`src/design/rhsv_pkg.sv`:
```
// package for the rgb to hsv converter: widths, hue constants, queue entry and status types
// no dependencies; compiled before every other file of the block

package rhsv_pkg;

  localparam int unsigned COLOR_W        = 8;
  localparam int unsigned HUE_W          = 15;
  localparam int unsigned SAT_W          = 16;
  localparam int unsigned NUM_W          = 11;   // sector numerator, up to 6 * 255
  localparam int unsigned SAT_SCALE_BITS = 15;   // saturation scaled by 32768
  localparam int unsigned HUE_INT_BITS   = 9;    // whole degrees stay below 512

  localparam int unsigned HUE_FRAC_DEF       = 6;
  localparam int unsigned DEG_PER_SECTOR     = 60;
  localparam int unsigned RED_WRAP_SECTORS   = 6;  // wrap of a negative red sector hue
  localparam int unsigned GREEN_BASE_SECTORS = 2;
  localparam int unsigned BLUE_BASE_SECTORS  = 4;
  localparam int unsigned FULL_CIRCLE_DEG    = 360;

  localparam int unsigned QUEUE_DEPTH = 4;
  localparam int unsigned QPTR_W      = 2;
  localparam int unsigned QCNT_W      = 3;

  typedef struct packed {
    logic [NUM_W-1:0]   num;
    logic [COLOR_W-1:0] diff;
    logic [COLOR_W-1:0] vmax;
  } rhsv_item_t;

  typedef struct packed {
    logic full;
    logic valid;
  } rhsv_qstat_t;

endpackage

```
`src/design/rhsv_queue.sv`:
```
// short queue between the front end and the divider back end
// depends on rhsv_pkg for the entry and status types

module rhsv_queue import rhsv_pkg::*; (
  input  logic        clk,
  input  logic        rst_n,
  input  logic        push,
  input  rhsv_item_t  push_item,
  input  logic        pop,
  output rhsv_item_t  pop_item,
  output rhsv_qstat_t q_stat
);

  rhsv_item_t        mem_r [QUEUE_DEPTH];
  logic [QPTR_W-1:0] wr_ptr_r, rd_ptr_r;
  logic [QCNT_W-1:0] count_r;

  assign q_stat.full  = (count_r == QCNT_W'(QUEUE_DEPTH));
  assign q_stat.valid = (count_r != '0);
  assign pop_item     = mem_r[rd_ptr_r];

  always_ff @(posedge clk) begin
    if (push) begin
      mem_r[wr_ptr_r] <= push_item;
    end
  end

  always_ff @(posedge clk) begin
    if (!rst_n) begin
      wr_ptr_r <= '0;
      rd_ptr_r <= '0;
      count_r  <= '0;
    end else begin
      if (push) wr_ptr_r <= wr_ptr_r + 1'b1;
      if (pop) rd_ptr_r <= rd_ptr_r + 1'b1;
      case ({push, pop})
        2'b10:   count_r <= count_r + 1'b1;
        2'b01:   count_r <= count_r - 1'b1;
        default: count_r <= count_r;
      endcase
    end
  end

`ifndef SYNTHESIS
  a_no_overflow: assert property (@(posedge clk) disable iff (!rst_n)
    push |-> !q_stat.full) else $error("queue written while full");
  a_no_underflow: assert property (@(posedge clk) disable iff (!rst_n)
    pop |-> q_stat.valid) else $error("queue read while empty");
  a_count_bound: assert property (@(posedge clk) disable iff (!rst_n)
    count_r <= QCNT_W'(QUEUE_DEPTH)) else $error("queue count out of range");
`endif

endmodule

```
`config.mk`:
```
export PLATFORM = sky130hd
export DESIGN_NAME = rhsv_queue
export DESIGN_NICKNAME = d
export VERILOG_FILES = /design/src/design/rhsv_pkg.sv /design/src/design/rhsv_queue.sv
export SDC_FILE = /design/constraint.sdc
export NUM_CORES = 1
export LEC_CHECK = 0
export ABC_AREA = 1
export BUFFER_PORTS_ARGS = -buffer_cell sky130_fd_sc_hd__buf_2
export CAP_MARGIN = 10
export CELL_PAD_IN_SITES_DETAIL_PLACEMENT = 1
export CELL_PAD_IN_SITES_GLOBAL_PLACEMENT = 1
export CORE_ASPECT_RATIO = 1.4
export CORE_MARGIN = 1
export CORE_UTILIZATION = 42
export DETAILED_ROUTE_END_ITERATION = 8
export PLACE_DENSITY_LB_ADDON = 0.1
export SYNTH_ARGS = -nofsm -noshare
export SYNTH_HDL_FRONTEND = slang
export SYNTH_SLANG_ARGS = --single-unit
export TNS_END_PERCENT = 5
```
`constraint.sdc`:
```
create_clock -name clk -period 1.5 [get_ports clk]
set_input_delay 0.075 -clock clk [delete_from_list [all_inputs] [get_ports clk]]
set_output_delay 0.075 -clock clk [all_outputs]
set_load 0.01 [all_outputs]
```
==> flow_summary.json <==
{
  "drive_gt1_share_pct": 27.5,
  "vias": 2963,
  "cts_num_sinks": 117,
  "firstDrtPassIters": 4,
  "wl_um": 10800,
  "max_cap_violations": 0,
  "n_fill_cell": 1025,
  "fp.dieH_um": 124,
  "netlist.area_leader.share_pct": 72.1,
  "cpLargestDelayFamily": "buffers and inverters",
  "worst_slew_pin_slew_ns": 0.253,
  "final_common_cell": "edfxtp_1",
  "postSynthAreaPerCell_um2": 14.1,
  "status": "finished with violations",
  "die_x_um": 89.5,
  "end_kind": "output pin",
  "period_minus_slack_ns": 1.61,
  "area_delta_synth_final_pct": 37.0,
  "critPathBufInv": 3,
  "max_stage_delay_ns": 0.41,
  "synth_nets": 357,
  "grt_use_total_pct": 21.7,
  "ys_ff_latch": 117,
  "cts_buffers": 17,
  "clockBufferDepth": 2,
  "dp_hpwl_um": 5980,
  "rows": 44,
  "critPathLaunchType": "flip-flop",
  "syn_inst": 320,
  "clk_pin_slew_ns": 0.05,
  "diodes": 0,
  "skew_ns": 0.00419,
  "antenna_found_initial": 0,
  "die_area_um2": 11100,
  "final_cell_mix": "edfxtp_1 (108), nor2_1 (62), buf_2 (59), o21ai_1 (37), dlygate4sd3_1 (28)",
  "drv_slew": 0,
  "grt_start_max_net_pins": 28,
  "ir_drop_mv": 0.976,
  "synthesis.area_um2": 4500,
  "layout_setup_ws_ns": -0.107,
  "coreArea_um2": 10400,
  "cp_data_required_time_ns": 1.42,
  "slew_headroom_pct": 83.0,
  "wl_per_cell_um": 18.4,
  "p_leak_nw": 2.30,
  "layoutNonFillerInstCount": 585,
  "path_class": "flip-flop to output pin",
  "ant_nets": 0,
  "root_buffer": "clkbuf_16",
  "layout.nets": 471,
  "synth_area_leaders": "edfxtp_1 (72%), nor2_1 (5.3%), o21ai_0 (4.1%)",
  "crit_slowest_cell": "dfxtp_4",
  "critPathMaxFanout": 27,
  "dpl.cell_count": 514,
  "drc_errors": 0,
  "crit_chain": "buf_6 > inv_16 > o21ai_1 > o22ai_2 > buf_2",
  "rsz0062_at_grt": "true",
  "tns_ns": -1.60,
  "viasPerCell": 5.06,
  "final_area_um2": 6160,
  "drtIter0Drc": 144,
  "hold_viol": 0,
  "dpl_cell_area_um2": 4990,
  "holdWs_ns": 0.0380,
  "grt_pass1_wl_um": 17200,
  "cts_tree": "yes",
  "yosysTopAreaCell": "edfxtp_1",
  "ys_types": 19,
  "ios": 60,
  "grt_pass1_vias": 3350,
  "yosysWarnings": 0,
  "hp-class": "input port to flip-flop",
  "violations": "setup timing",
  "period_share_pct": 107,
  "arrival_ns": 1.53,
  "gp_congestion": 0.774,
  "initial_core_util_pct": 43.2,
  "yosysSeqAreaShare_pct": 76.1,
  "power_mw": 8.96,
  "worstSkewPairLatency_ns": 0.41,
  "powerDensity_nw_per_um2": 1450,
  "setup_violations": 27,
  "portBuffers": 59,
  "max_freq_mhz": 622,
  "cts-htree-levels": 4,
  "gr-total-overflow": 0
}
==> cells in the mapped netlist <==
library cell / instances
o22ai_1: 27
inv_8: 1
buf_6: 10
nand4_1: 1
clkinv_4: 1
nor2_1: 63
inv_1: 13
dfxtp_1: 9
o21ai_1: 23
nor3_1: 1
fa_1: 1
buf_2: 4
ha_1: 5
buf_4: 1
nand2_1: 10
o21ai_0: 37
a21oi_1: 4
edfxtp_1: 108
clkbuf_4: 1
==> worst reg2reg max path, delay by kind of cell (launching register included) <==
kind	cells	cell delay, ns
and+or+nand+nor	1	0.08
buffers and inverters	3	0.45
DFF	1	0.32
adders and majority gates	1	0.16
==> kinds of logic (layout without fill, tap and decap cells) <==
logic type | count (synthesis) | count (layout) | share of synthesized area [%]
buf+inv | 31 | 158 | 4.81
simple gates | 75 | 75 | 6.34
fa+ha+maj | 6 | 6 | 1.84
compound gates | 91 | 91 | 10.9
flops | 117 | 117 | 76.1
==> layout make-up <==
type	count	area (um^2)	area share (%)
Sequential cell	117	3430	55.6
Inverter	15	88.8	1.44
Clock inverter	11	181	2.94
Multi-Input combinational cell	172	898	14.6
Timing Repair Buffer	110	936	15.2
Timing Repair inverter	1	16.3	0.264
Tap cell	138	173	2.80
Clock buffer	21	440	7.15
==> routing by layer <==
| metal | global-route usage (%) | wire, um |
|---|---|---|
| met1 | 24.5 | 4400 |
| met4 | 7.10 | 118 |
| met5 | 0 | 0 |
| met2 | 38.1 | 5860 |
| met3 | 6.36 | 379 |
==> power breakdown <==
part	internal (mW)	switching [mW]
registers	3.72	0.0551
logic	0.397	0.506
clock network	2.92	1.35
==> repair_timing <==
item / CTS / global route
pin swaps: 8 / 6
hold endpoints to repair: 115 / 0
gates cloned: 3 / 0
buffers inserted: 8 / 0
endpoints found under the setup margin: 27 / 27
hold buffers: 28 / 0
resized for setup: 40 / 9
==> state kept, by name (all words and copies together) (netlist names), named ones only <==
name / flops
rd_ptr_r: 2
count_r: 3
mem_r: 108
wr_ptr_r: 2
==> stage by stage <==
stage | utilization [%] | worst slack, ns
final | 59.2 | -0.107
after global routing | 59.2 | -0.170
after CTS | 59.0 | -0.113
after detailed placement | 48.0 | 0.0799
after global placement | 48.0 | 0.135
after floorplan | - | -0.00844
==> final timing paths <==
path	end	startpoint	cells past startpoint	slack, ns
max	pop_item[16]	flip-flop	5	-0.11
min	flip-flop	pop	3	0.04
max reg2reg	mem_r[2][23]	wr_ptr_r[0]	5	0.17
min reg2reg	flip-flop	rd_ptr_r[1]	1	0.46
Power figures use the tool's default switching activity.
